`src/rtl/version_string_compare_unit_macros.svh`:
```
// ----------------------------------------------------------------------------
// Version string compare unit: assertion macros
// Clocked property shorthands for the asserting file of the unit.
// ----------------------------------------------------------------------------
`ifndef VERSION_STRING_COMPARE_UNIT_MACROS_SVH
`define VERSION_STRING_COMPARE_UNIT_MACROS_SVH

// same-cycle implication, checked out of reset
`define VSC_ASSERT_NOW(label, ante, cons, msg) \
    label: assert property (@(posedge i_clk) disable iff (!i_rst_n) \
        (ante) |-> (cons)) else $error(msg);

// next-cycle implication, checked out of reset
`define VSC_ASSERT_NEXT(label, ante, cons, msg) \
    label: assert property (@(posedge i_clk) disable iff (!i_rst_n) \
        (ante) |=> (cons)) else $error(msg);

`endif

```
`src/rtl/vsc_pkg.sv`:
```
// ----------------------------------------------------------------------------
// Version string compare: shared package
// Widths, character codes, scan phases, tag recognizer and result codes.
// ----------------------------------------------------------------------------
package vsc_pkg;

    // numeric fields
    localparam int NUMBER_BITS = 31;
    localparam int ACC_BITS    = NUMBER_BITS + 4;
    localparam logic [NUMBER_BITS-1:0] NUMBER_MAX = '1;
    localparam logic [ACC_BITS-1:0]    DEC_BASE   = ACC_BITS'(10);

    // characters
    localparam logic [7:0] CH_PLUS  = 8'h2B;
    localparam logic [7:0] CH_DASH  = 8'h2D;
    localparam logic [7:0] CH_DOT   = 8'h2E;
    localparam logic [7:0] CH_ZERO  = 8'h30;
    localparam logic [7:0] CH_NINE  = 8'h39;
    localparam logic [7:0] CH_UP_A  = 8'h41;
    localparam logic [7:0] CH_UP_Z  = 8'h5A;
    localparam logic [7:0] CASE_BIT = 8'h20;

    // result codes
    localparam logic [2:0] ERR_OK        = 3'd0;
    localparam logic [2:0] ERR_LEFT_BAD  = 3'd1;
    localparam logic [2:0] ERR_RIGHT_BAD = 3'd2;
    localparam logic [2:0] ERR_LEFT_TAG  = 3'd3;
    localparam logic [2:0] ERR_RIGHT_TAG = 3'd4;

    localparam logic signed [1:0] ORD_LESS    = -2'sd1;
    localparam logic signed [1:0] ORD_EQUAL   = 2'sd0;
    localparam logic signed [1:0] ORD_GREATER = 2'sd1;

    // scan phase of one string
    typedef enum logic [6:0] {
        PH_MAJOR    = 7'b0000001,
        PH_MINOR    = 7'b0000010,
        PH_PATCH    = 7'b0000100,
        PH_TAG      = 7'b0001000,
        PH_PNUM     = 7'b0010000,
        PH_PLUS     = 7'b0100000,
        PH_COMPLETE = 7'b1000000
    } t_phase;

    // tag recognizer states
    typedef enum logic [15:0] {
        TG_ROOT    = 16'h0001,
        TG_D       = 16'h0002,
        TG_DE      = 16'h0004,
        TG_DEV     = 16'h0008,
        TG_A       = 16'h0010,
        TG_AL      = 16'h0020,
        TG_ALP     = 16'h0040,
        TG_ALPH    = 16'h0080,
        TG_ALPHA   = 16'h0100,
        TG_B       = 16'h0200,
        TG_BE      = 16'h0400,
        TG_BET     = 16'h0800,
        TG_BETA    = 16'h1000,
        TG_R       = 16'h2000,
        TG_RC      = 16'h4000,
        TG_UNKNOWN = 16'h8000
    } t_tag;

    // finished string as seen by the comparator
    typedef struct packed {
        logic                   malformed;
        t_tag                   tag;
        logic [NUMBER_BITS-1:0] major;
        logic [NUMBER_BITS-1:0] minor;
        logic [NUMBER_BITS-1:0] patch;
        logic [NUMBER_BITS-1:0] pre;
    } t_scan_rec;

    // per-string scanner control from the top level
    typedef struct packed {
        logic upd;
        logic sel;
        logic no_char;
        logic last;
        logic force_end;
    } t_scan_ctl;

    typedef struct packed {
        logic       known;
        logic [1:0] rank;
    } t_rank;

    // advance the tag recognizer by one case-folded character
    function automatic t_tag f_tag_next(t_tag t, logic [7:0] c);
        logic [7:0] f;
        t_tag       n;
        f = c;
        if (c inside {[CH_UP_A:CH_UP_Z]}) begin
            f = c | CASE_BIT;
        end
        n = TG_UNKNOWN;
        case (t)
            TG_ROOT: begin
                if (f == "d") n = TG_D;
                if (f == "a") n = TG_A;
                if (f == "b") n = TG_B;
                if (f == "r") n = TG_R;
            end
            TG_D:    if (f == "e") n = TG_DE;
            TG_DE:   if (f == "v") n = TG_DEV;
            TG_A:    if (f == "l") n = TG_AL;
            TG_AL: begin
                if (f == "p") n = TG_ALP;
                if (f == "f") n = TG_ALPH;
            end
            TG_ALP:  if (f == "h") n = TG_ALPH;
            TG_ALPH: if (f == "a") n = TG_ALPHA;
            TG_B:    if (f == "e") n = TG_BE;
            TG_BE:   if (f == "t") n = TG_BET;
            TG_BET:  if (f == "a") n = TG_BETA;
            TG_R:    if (f == "c") n = TG_RC;
            default: n = TG_UNKNOWN;
        endcase
        return n;
    endfunction

    // rank of a finished tag: dev, alpha, beta, rc
    function automatic t_rank f_tag_rank(t_tag t);
        t_rank r;
        r = '{known: 1'b1, rank: 2'd0};
        case (t)
            TG_DEV:            r.rank = 2'd0;
            TG_A, TG_ALPHA:    r.rank = 2'd1;
            TG_B, TG_BETA:     r.rank = 2'd2;
            TG_RC:             r.rank = 2'd3;
            default:           r.known = 1'b0;
        endcase
        return r;
    endfunction

endpackage

```
`src/rtl/vsc_string_scan.sv`:
```
// ----------------------------------------------------------------------------
// Version string compare: single string scanner
// Holds the parse state of one string and applies one character per cycle while its update enable is set.
// ----------------------------------------------------------------------------
module vsc_string_scan
    import vsc_pkg::*;
(
    input  logic       i_clk,
    input  logic       i_rst_n,
    input  t_scan_ctl  i_ctl,
    input  logic [7:0] i_char,
    output t_scan_rec  o_rec
);

    typedef struct packed {
        t_phase                 phase;
        logic [NUMBER_BITS-1:0] acc;
        logic                   has_digit;
        logic                   minus_seen;
        t_tag                   tag;
        logic [NUMBER_BITS-1:0] major;
        logic [NUMBER_BITS-1:0] minor;
        logic [NUMBER_BITS-1:0] patch;
        logic [NUMBER_BITS-1:0] pre;
        logic                   malformed;
    } t_scan_state;

    function automatic t_scan_state f_start();
        t_scan_state s;
        s            = '0;
        s.phase      = PH_MAJOR;
        s.tag        = TG_ROOT;
        return s;
    endfunction

    // close the field in progress, as at the end of the string
    function automatic t_scan_state f_close(t_scan_state s);
        t_scan_state n;
        n = s;
        case (s.phase)
            PH_MAJOR, PH_MINOR: n.malformed = 1'b1;
            PH_PATCH: begin
                if (!s.has_digit) n.malformed = 1'b1;
                n.patch = s.acc;
            end
            PH_TAG: begin
                if (s.tag == TG_ROOT) n.malformed = 1'b1;
            end
            PH_PNUM: begin
                if (!s.has_digit || (s.minus_seen && s.acc != '0)) n.malformed = 1'b1;
                n.pre = s.acc;
            end
            default: n = s;
        endcase
        n.acc        = '0;
        n.has_digit  = 1'b0;
        n.minus_seen = 1'b0;
        return n;
    endfunction

    // apply one character
    function automatic t_scan_state f_feed(t_scan_state s, logic [7:0] c);
        t_scan_state         n;
        logic                digit;
        logic [ACC_BITS-1:0] acc10;
        logic                ovf;
        n     = s;
        digit = (c >= CH_ZERO) && (c <= CH_NINE);
        acc10 = ACC_BITS'(s.acc) * DEC_BASE + ACC_BITS'(c[3:0]);
        ovf   = acc10 > ACC_BITS'(NUMBER_MAX);
        if (s.malformed || s.phase == PH_PLUS || s.phase == PH_COMPLETE) begin
            n = s;
        end else if (c == CH_PLUS) begin
            n       = f_close(s);
            n.phase = PH_PLUS;
        end else begin
            case (s.phase)
                PH_MAJOR, PH_MINOR, PH_PATCH: begin
                    if (digit) begin
                        if (ovf) n.malformed = 1'b1;
                        else     n.acc       = acc10[NUMBER_BITS-1:0];
                        n.has_digit = 1'b1;
                    end else if (c == CH_DOT && s.phase != PH_PATCH && s.has_digit) begin
                        if (s.phase == PH_MAJOR) begin
                            n.major = s.acc;
                            n.phase = PH_MINOR;
                        end else begin
                            n.minor = s.acc;
                            n.phase = PH_PATCH;
                        end
                        n.acc        = '0;
                        n.has_digit  = 1'b0;
                        n.minus_seen = 1'b0;
                    end else if (c == CH_DASH && s.phase == PH_PATCH) begin
                        n       = f_close(s);
                        n.phase = PH_TAG;
                    end else begin
                        n.malformed = 1'b1;
                    end
                end
                PH_TAG: begin
                    if (c == CH_DOT) n.phase = PH_PNUM;
                    else             n.tag   = f_tag_next(s.tag, c);
                end
                PH_PNUM: begin
                    if (digit) begin
                        if (ovf) n.malformed = 1'b1;
                        else     n.acc       = acc10[NUMBER_BITS-1:0];
                        n.has_digit = 1'b1;
                    end else if (c == CH_DASH && !s.has_digit && !s.minus_seen) begin
                        n.minus_seen = 1'b1;
                    end else begin
                        n.malformed = 1'b1;
                    end
                end
                default: n = s;
            endcase
        end
        return n;
    endfunction

    // end the string; an ended string stays as it is
    function automatic t_scan_state f_finish(t_scan_state s);
        t_scan_state n;
        n = s;
        if (s.phase != PH_COMPLETE) begin
            if (s.phase != PH_PLUS && !s.malformed) n = f_close(s);
            n.phase = PH_COMPLETE;
        end
        return n;
    endfunction

    t_scan_state r_state;
    t_scan_state n_state;
    t_scan_state w_cur;
    t_scan_state w_fed;

    // restart an ended string, take the character, end if asked
    always_comb begin
        w_cur = r_state;
        if (i_ctl.sel && r_state.phase == PH_COMPLETE) w_cur = f_start();
        w_fed = w_cur;
        if (i_ctl.sel && !i_ctl.no_char) w_fed = f_feed(w_cur, i_char);
        n_state = w_fed;
        if ((i_ctl.sel && i_ctl.last) || i_ctl.force_end) n_state = f_finish(w_fed);
    end

    // hold state between transactions
    always_ff @(posedge i_clk) begin
        if (!i_rst_n) begin
            r_state <= f_start();
        end else if (i_ctl.upd) begin
            r_state <= n_state;
        end
    end

    assign o_rec = '{malformed: n_state.malformed, tag: n_state.tag,
                     major: n_state.major, minor: n_state.minor,
                     patch: n_state.patch, pre: n_state.pre};

endmodule

```
`src/rtl/vsc_compare.sv`:
```
// ----------------------------------------------------------------------------
// Version string compare: record comparator
// Orders two finished strings or reports the first error that applies.
// ----------------------------------------------------------------------------
module vsc_compare
    import vsc_pkg::*;
(
    input  t_scan_rec         i_left,
    input  t_scan_rec         i_right,
    output logic signed [1:0] o_order,
    output logic [2:0]        o_error_code
);

    function automatic logic signed [1:0] f_cmp(logic [NUMBER_BITS-1:0] a,
                                                logic [NUMBER_BITS-1:0] b);
        logic signed [1:0] r;
        r = ORD_EQUAL;
        if (a < b) r = ORD_LESS;
        if (a > b) r = ORD_GREATER;
        return r;
    endfunction

    t_rank             w_lrank;
    t_rank             w_rrank;
    logic              w_lstable;
    logic              w_rstable;
    logic signed [1:0] w_order;
    logic [2:0]        w_err;

    assign w_lrank   = f_tag_rank(i_left.tag);
    assign w_rrank   = f_tag_rank(i_right.tag);
    assign w_lstable = i_left.tag == TG_ROOT;
    assign w_rstable = i_right.tag == TG_ROOT;

    // malformed strings first, then version fields, then stable over prerelease, then tag, then number
    always_comb begin
        w_order = ORD_EQUAL;
        w_err   = ERR_OK;
        if (i_left.malformed) begin
            w_err = ERR_LEFT_BAD;
        end else if (i_right.malformed) begin
            w_err = ERR_RIGHT_BAD;
        end else if (i_left.major != i_right.major) begin
            w_order = f_cmp(i_left.major, i_right.major);
        end else if (i_left.minor != i_right.minor) begin
            w_order = f_cmp(i_left.minor, i_right.minor);
        end else if (i_left.patch != i_right.patch) begin
            w_order = f_cmp(i_left.patch, i_right.patch);
        end else if (w_lstable && w_rstable) begin
            w_order = ORD_EQUAL;
        end else if (w_lstable) begin
            w_order = ORD_GREATER;
        end else if (w_rstable) begin
            w_order = ORD_LESS;
        end else if (!w_lrank.known) begin
            w_err = ERR_LEFT_TAG;
        end else if (!w_rrank.known) begin
            w_err = ERR_RIGHT_TAG;
        end else if (w_lrank.rank != w_rrank.rank) begin
            w_order = (w_lrank.rank < w_rrank.rank) ? ORD_LESS : ORD_GREATER;
        end else begin
            w_order = f_cmp(i_left.pre, i_right.pre);
        end
    end

    assign o_order      = w_order;
    assign o_error_code = w_err;

endmodule

```
`src/rtl/version_string_compare_unit.sv`:
```
// ----------------------------------------------------------------------------
// Version string compare unit: one character per cycle unless stalled, result on right end.
// The right last passes the input, compare and result registers before o_valid rises.
// Throughput: one transaction per cycle while o_stall is low.
// Reset: synchronous; both strings return to empty, pending results dropped.
// ----------------------------------------------------------------------------
`include "version_string_compare_unit_macros.svh"

module version_string_compare_unit
    import vsc_pkg::*;
(
    input  logic              i_clk,
    input  logic              i_rst_n,
    input  logic              i_valid,
    output logic              o_stall,
    input  logic              i_func,
    input  logic [7:0]        i_character,
    input  logic              i_no_character,
    input  logic              i_last,
    output logic              o_valid,
    input  logic              i_stall,
    output logic signed [1:0] o_order,
    output logic [2:0]        o_error_code
);

    logic              r_in_valid;
    logic              r_func;
    logic [7:0]        r_char;
    logic              r_no_char;
    logic              r_last;
    logic              r_cmp_valid;
    logic              n_cmp_valid;
    t_scan_rec         r_cmp_left;
    t_scan_rec         r_cmp_right;
    logic              r_out_valid;
    logic signed [1:0] r_order;
    logic [2:0]        r_err;

    logic              w_right_end;
    logic              w_out_free;
    logic              w_cmp_free;
    logic              w_proc;
    logic              w_in_free;
    t_scan_ctl         w_lctl;
    t_scan_ctl         w_rctl;
    t_scan_rec         w_lrec;
    t_scan_rec         w_rrec;
    logic signed [1:0] w_order;
    logic [2:0]        w_err;

    // flow control: only a right-string end needs room in the compare stage
    assign w_right_end = r_in_valid && r_func && r_last;
    assign w_out_free  = !r_out_valid || !i_stall;
    assign w_cmp_free  = !r_cmp_valid || w_out_free;
    assign w_proc      = r_in_valid && (!w_right_end || w_cmp_free);
    assign w_in_free   = !r_in_valid || w_proc;
    assign o_stall     = !w_in_free;

    // input register
    always_ff @(posedge i_clk) begin
        if (!i_rst_n) begin
            r_in_valid <= 1'b0;
        end else if (w_in_free) begin
            r_in_valid <= i_valid;
        end
    end

    always_ff @(posedge i_clk) begin
        if (w_in_free && i_valid) begin
            r_func    <= i_func;
            r_char    <= i_character;
            r_no_char <= i_no_character;
            r_last    <= i_last;
        end
    end

    // route the transaction; the left string also ends when the right one does
    assign w_lctl = '{upd: w_proc, sel: !r_func, no_char: r_no_char, last: r_last,
                      force_end: w_right_end};
    assign w_rctl = '{upd: w_proc, sel: r_func, no_char: r_no_char, last: r_last,
                      force_end: 1'b0};

    vsc_string_scan u_left (
        .i_clk   (i_clk),
        .i_rst_n (i_rst_n),
        .i_ctl   (w_lctl),
        .i_char  (r_char),
        .o_rec   (w_lrec)
    );

    vsc_string_scan u_right (
        .i_clk   (i_clk),
        .i_rst_n (i_rst_n),
        .i_ctl   (w_rctl),
        .i_char  (r_char),
        .o_rec   (w_rrec)
    );

    // snapshot both finished strings for the compare stage
    assign n_cmp_valid = (w_proc && w_right_end) || (r_cmp_valid && !w_out_free);

    always_ff @(posedge i_clk) begin
        if (!i_rst_n) begin
            r_cmp_valid <= 1'b0;
        end else begin
            r_cmp_valid <= n_cmp_valid;
        end
    end

    always_ff @(posedge i_clk) begin
        if (w_proc && w_right_end) begin
            r_cmp_left  <= w_lrec;
            r_cmp_right <= w_rrec;
        end
    end

    vsc_compare u_compare (
        .i_left       (r_cmp_left),
        .i_right      (r_cmp_right),
        .o_order      (w_order),
        .o_error_code (w_err)
    );

    // result register
    always_ff @(posedge i_clk) begin
        if (!i_rst_n) begin
            r_out_valid <= 1'b0;
        end else if (w_out_free) begin
            r_out_valid <= r_cmp_valid;
        end
    end

    always_ff @(posedge i_clk) begin
        if (w_out_free && r_cmp_valid) begin
            r_order <= w_order;
            r_err   <= w_err;
        end
    end

    assign o_valid      = r_out_valid;
    assign o_order      = r_order;
    assign o_error_code = r_err;

    // a pending compare is never dropped while the output is blocked
    `VSC_ASSERT_NEXT(a_cmp_held, r_cmp_valid && !w_out_free, r_cmp_valid, "compare lost")
    // a compare moving on always shows up at the output
    `VSC_ASSERT_NEXT(a_cmp_to_out, r_cmp_valid && w_out_free, o_valid, "result lost")
    // an error result carries no ordering
    `VSC_ASSERT_NOW(a_err_order, o_valid && o_error_code != ERR_OK, o_order == ORD_EQUAL, "order with error")

endmodule

```
`config.mk`:
```
export PLATFORM = sky130hd
export DESIGN_NAME = version_string_compare_unit
export DESIGN_NICKNAME = d
export VERILOG_FILES = /design/src/rtl/vsc_pkg.sv /design/src/rtl/vsc_string_scan.sv /design/src/rtl/vsc_compare.sv /design/src/rtl/version_string_compare_unit.sv
export VERILOG_INCLUDE_DIRS = /design/src /design/src/rtl
export SDC_FILE = /design/constraint.sdc
export NUM_CORES = 2
export LEC_CHECK = 0
export ABC_AREA = 1
export ABC_CLOCK_PERIOD_IN_PS = 32100
export BUFFER_PORTS_ARGS = -buffer_cell sky130_fd_sc_hd__buf_4
export CORE_UTILIZATION = 35
export CTS_BUF_LIST = sky130_fd_sc_hd__clkbuf_8 sky130_fd_sc_hd__clkbuf_16
export DETAILED_ROUTE_END_ITERATION = 8
export GPL_TIMING_DRIVEN = 0
export MAX_ROUTING_LAYER = met4
export PLACE_DENSITY = 0.58
export SLEW_MARGIN = 20
export SYNTH_ARGS = -nofsm -noshare
export SYNTH_HDL_FRONTEND = slang
export SYNTH_SLANG_ARGS = --single-unit
```
`constraint.sdc`:
```
create_clock -name i_clk -period 32.1 [get_ports i_clk]
set_clock_uncertainty 0.15 [all_clocks]
set_input_delay 6.42 -clock i_clk [delete_from_list [all_inputs] [get_ports i_clk]]
set_output_delay 6.42 -clock i_clk [all_outputs]
set_load 0.01 [all_outputs]
```
==> metrics.md <==
| Metric | Value |
|---|---|
| Worst Path Max Fanout | 4 |
| Mapped Area | 45200 sq um |
| Total vias in the final route | 47000 |
| Switching Fraction | 28.5% |
| Hold wc startpoint | u_left.r_state[143] |
| Hold Fails Final Rpt | 0 |
| Routed len/inst | 22.9 um |
| Final setup TNS | 0 ns |
| GPL Wtd Cong | 1.02 |
| P_int | 1.52 mW |
| CTS tree | built |
| CTS buffer count | 76 |
| Pwr per Cell Area | 42.1 nW/um^2 |
| Remaining Overflow, GRT | 0 |
| H-tree depth | 3 |
| Via-to-Cell Ratio | 5.49 |
| Setup Fix Bufs, Post-CTS | 0 |
| Number of synthesized flops with an enable pin | 298 |
| Post-Syn Area per Cell | 6.72 sq um |
| Most common cell after layout, fill and taps aside | nand2_1 |
| Crit path kind | primary input to primary output |
| Seq pwr share | 43.9% |
| Most frequent cells in the layout | nand2_1, inv_1, nor2_1, o21ai_0, a21oi_1 |
| RR Startpoint | r_func |
| Tmin final | 14.19 ns |
| # resized after CTS | 0 |
| Cells after synthesis | 6722 |
| Detailed Route WL | 196 mm |
| I/O Pins | 22 |
| Max frequency | 70.5 MHz |
| Critical Path Sink Type | primary output |
| Comb power frac | 12.9% |
| Yosys cell types | 72 |
| Post-synthesis register bit count | 663 |
| # rows | 131 |
| Port-buffer cells | 20 |
| Path type of the worst min-delay path | flip-flop to flip-flop |
| CTS sink cnt | 663 |
| Worst skew pair latency | 0.67 ns |
| Total global-route track usage | 30.0% |
| Clock slew at reported path FFs | 0.06 ns |
| Worst Hold Depth | 2 |
| Reg-to-reg setup timing slack | 23.34 ns |
| Vias in the first global route | 42600 |
| Final WS setup | 17.91 ns |
| Final Cycle Share | 44.2% |
| Root buf cell | clkbuf_16 |
| Synth Flop Type | dfxtp_1 |
| Startpoint types | primary input |
| Net Switching | 0.606 mW |
| Final setup fails | 0 |
| Pleak | 24.0 nW |
| Final Max Slew Viols | 0 |
| Worst EP arrival | 7.62 ns |
| Hold EP | u_left.r_state[143] |
| R2R Path End | r_cmp_right[56] |
| DR pass1 iterations | 6 |
| Hpwl dp | 153 mm |
| Unrepaired setup endpoints after global routing | no |
| Slew HR | 13.4% |
| Chip Width | 361 um |
| Hold-fix buffer count after cts | 0 |
| Die area | 131000 sq um |
| Pin slew with the least headroom to its limit | 1.30 ns |
| Initial antenna violation count | 11 |
| Residual DRC | 0 |
| Synth async-reset ratio | 0% |
| P&R area growth vs syn | 11.6% |
| Antenna viol nets, final | 0 |
| Status | complete, no violations |
| Final Net Count | 7052 |
| Clock tree buffer depth | 3 |
| Max-cap check violation count | 0 |
| Required time of the worst setup path | 25.53 ns |
| Core area | 128000 sq um |
| Reg2Reg Depth | 37 |
| Max rail drop VDD | 0.0410 mV |
| Post-synthesis sequential area ratio | 36.0% |
| Global-route wire length before repair | 283 mm |
| Die Span Y | 361 um |
| Initial Util | 35.4% |
| Share of cells above drive strength 1 | 5.07% |
| Clk pwr share | 43.2% |
| YS warnings | 0 |
| Largest net degree at the start of global routing | 27 |
| Pre-CTS setup slack | 17.92 ns |
| Syn Nets | 6939 |
| 1st-iter DRT viols | 6390 |
[power groups by stage]
| stage | sequential (mW) | clock [mW] | combinational, mW |
|---|---|---|---|
| after detailed placement | 0.949 | 0 | 0.264 |
| after global placement | 0.954 | 0 | 0.258 |
| after floorplan | 0.946 | 0 | 0.171 |
| after global routing | 0.934 | 0.959 | 0.297 |
| after CTS | 0.931 | 0.925 | 0.265 |
| final | 0.932 | 0.918 | 0.274 |
[sequential cells by signal, summed over array words and instances, names as in the netlist, 2 cells and up]
signal	count
u_left.r_state	181
u_right.r_state	181
r_cmp_left	141
r_cmp_right	141
r_char	8
o_error_code	3
o_order	2
[logic make-up after synthesis]
logic type,count (synthesis),synth area share [%]
and+or+nand+nor,2926,27.5
xor gates and xnor gates,63,1.25
adders and majority gates,202,5.63
DFF,663,36.0
AOI/OAI and AO/OA,1438,17.5
buffers and inverters,1430,12.2
[stage by stage]
| step | hold WS, ns | instance area (sq um) | power, mW | std cells | utilization (%) |
|---|---|---|---|---|---|
| global placement | 0.301 | 47400 | 1.21 | 8404 | 37.1 |
| global route | 0.325 | 50400 | 2.19 | 8564 | 39.4 |
| detailed placement | 0.305 | 47800 | 1.21 | 8418 | 37.4 |
| CTS | 0.315 | 50400 | 2.12 | 8560 | 39.4 |
| floorplan | 0.286 | 45200 | 1.12 | 6722 | - |
| finish | 0.314 | 50400 | 2.12 | 8566 | 39.4 |
[area by class of cell]
type | instances | area, sq um
flip-flops and latches | 663 | 16300
fillers | 13600 | 77400
well taps | 1662 | 2080
inverters | 1141 | 4290
multi-input cells | 4629 | 23500
clock buffers | 83 | 2000
diodes | 5 | 12.5
clock inverters | 59 | 624
repair buffers | 35 | 493
plain buffers | 289 | 1230
[layer usage]
metal	global-route usage (%)	vias up	part of all wire, %
li1	-	22200	-
met1	40.2	22200	43
met2	44.9	2248	43
met3	4.65	348	9.0
met4	12.4	0	4.6
met5	-	-	0
[how the worst max path moves through the flow]
stage / from / to / slack [ns] / cells past startpoint
6_report: i_stall / o_stall / 17.91 / 6
5_1_grt: i_stall / o_stall / 17.88 / 6
4_1_cts: i_stall / o_stall / 17.92 / 6
3_5_place_dp: i_stall / o_stall / 17.92 / 6
3_3_place_gp: i_stall / r_cmp_right[108] / 7.22 / 4
2_1_floorplan: i_stall / r_cmp_left[0] / 12.85 / 3
[cells in the mapped netlist (7+ instances only)]
master | n | area share, %
a21boi_1 | 36 | 0.60
buf_1 | 23 | 0.19
o211ai_1 | 22 | 0.37
o31ai_1 | 19 | 0.32
ha_1 | 200 | 5.5
buf_2 | 43 | 0.48
xnor2_1 | 19 | 0.37
and2_1 | 9 | 0.12
o21ai_1 | 94 | 1.0
nand4_1 | 96 | 1.3
nor2_4 | 13 | 0.32
buf_4 | 8 | 0.13
o221ai_1 | 22 | 0.43
nand3_1 | 352 | 3.9
inv_2 | 33 | 0.27
xor2_1 | 42 | 0.81
a21boi_0 | 9 | 0.15
o21ai_0 | 627 | 6.9
o21a_1 | 7 | 0.12
nor4_1 | 35 | 0.48
a32oi_1 | 16 | 0.31
a22oi_1 | 18 | 0.30
inv_1 | 1101 | 9.1
nor3_1 | 79 | 0.87
clkbuf_1 | 208 | 1.7
a211oi_1 | 7 | 0.12
dfxtp_1 | 365 | 16
o22ai_1 | 21 | 0.29
a31oi_1 | 19 | 0.26
nand2_2 | 29 | 0.40
nor2_1 | 846 | 7.0
a21oi_1 | 474 | 5.2
buf_6 | 7 | 0.17
nand2_1 | 1395 | 12
nand3b_1 | 23 | 0.38
edfxtp_1 | 298 | 20
nor2_2 | 19 | 0.26
[worst max-delay path: stages]
cell,delay (ns)
buf_4,0.08
nand2_1,0.06
nor2_1,0.20
inv_1,0.08
nor2_1,0.53
buf_4,0.24
Power figures use the tool's default switching activity.
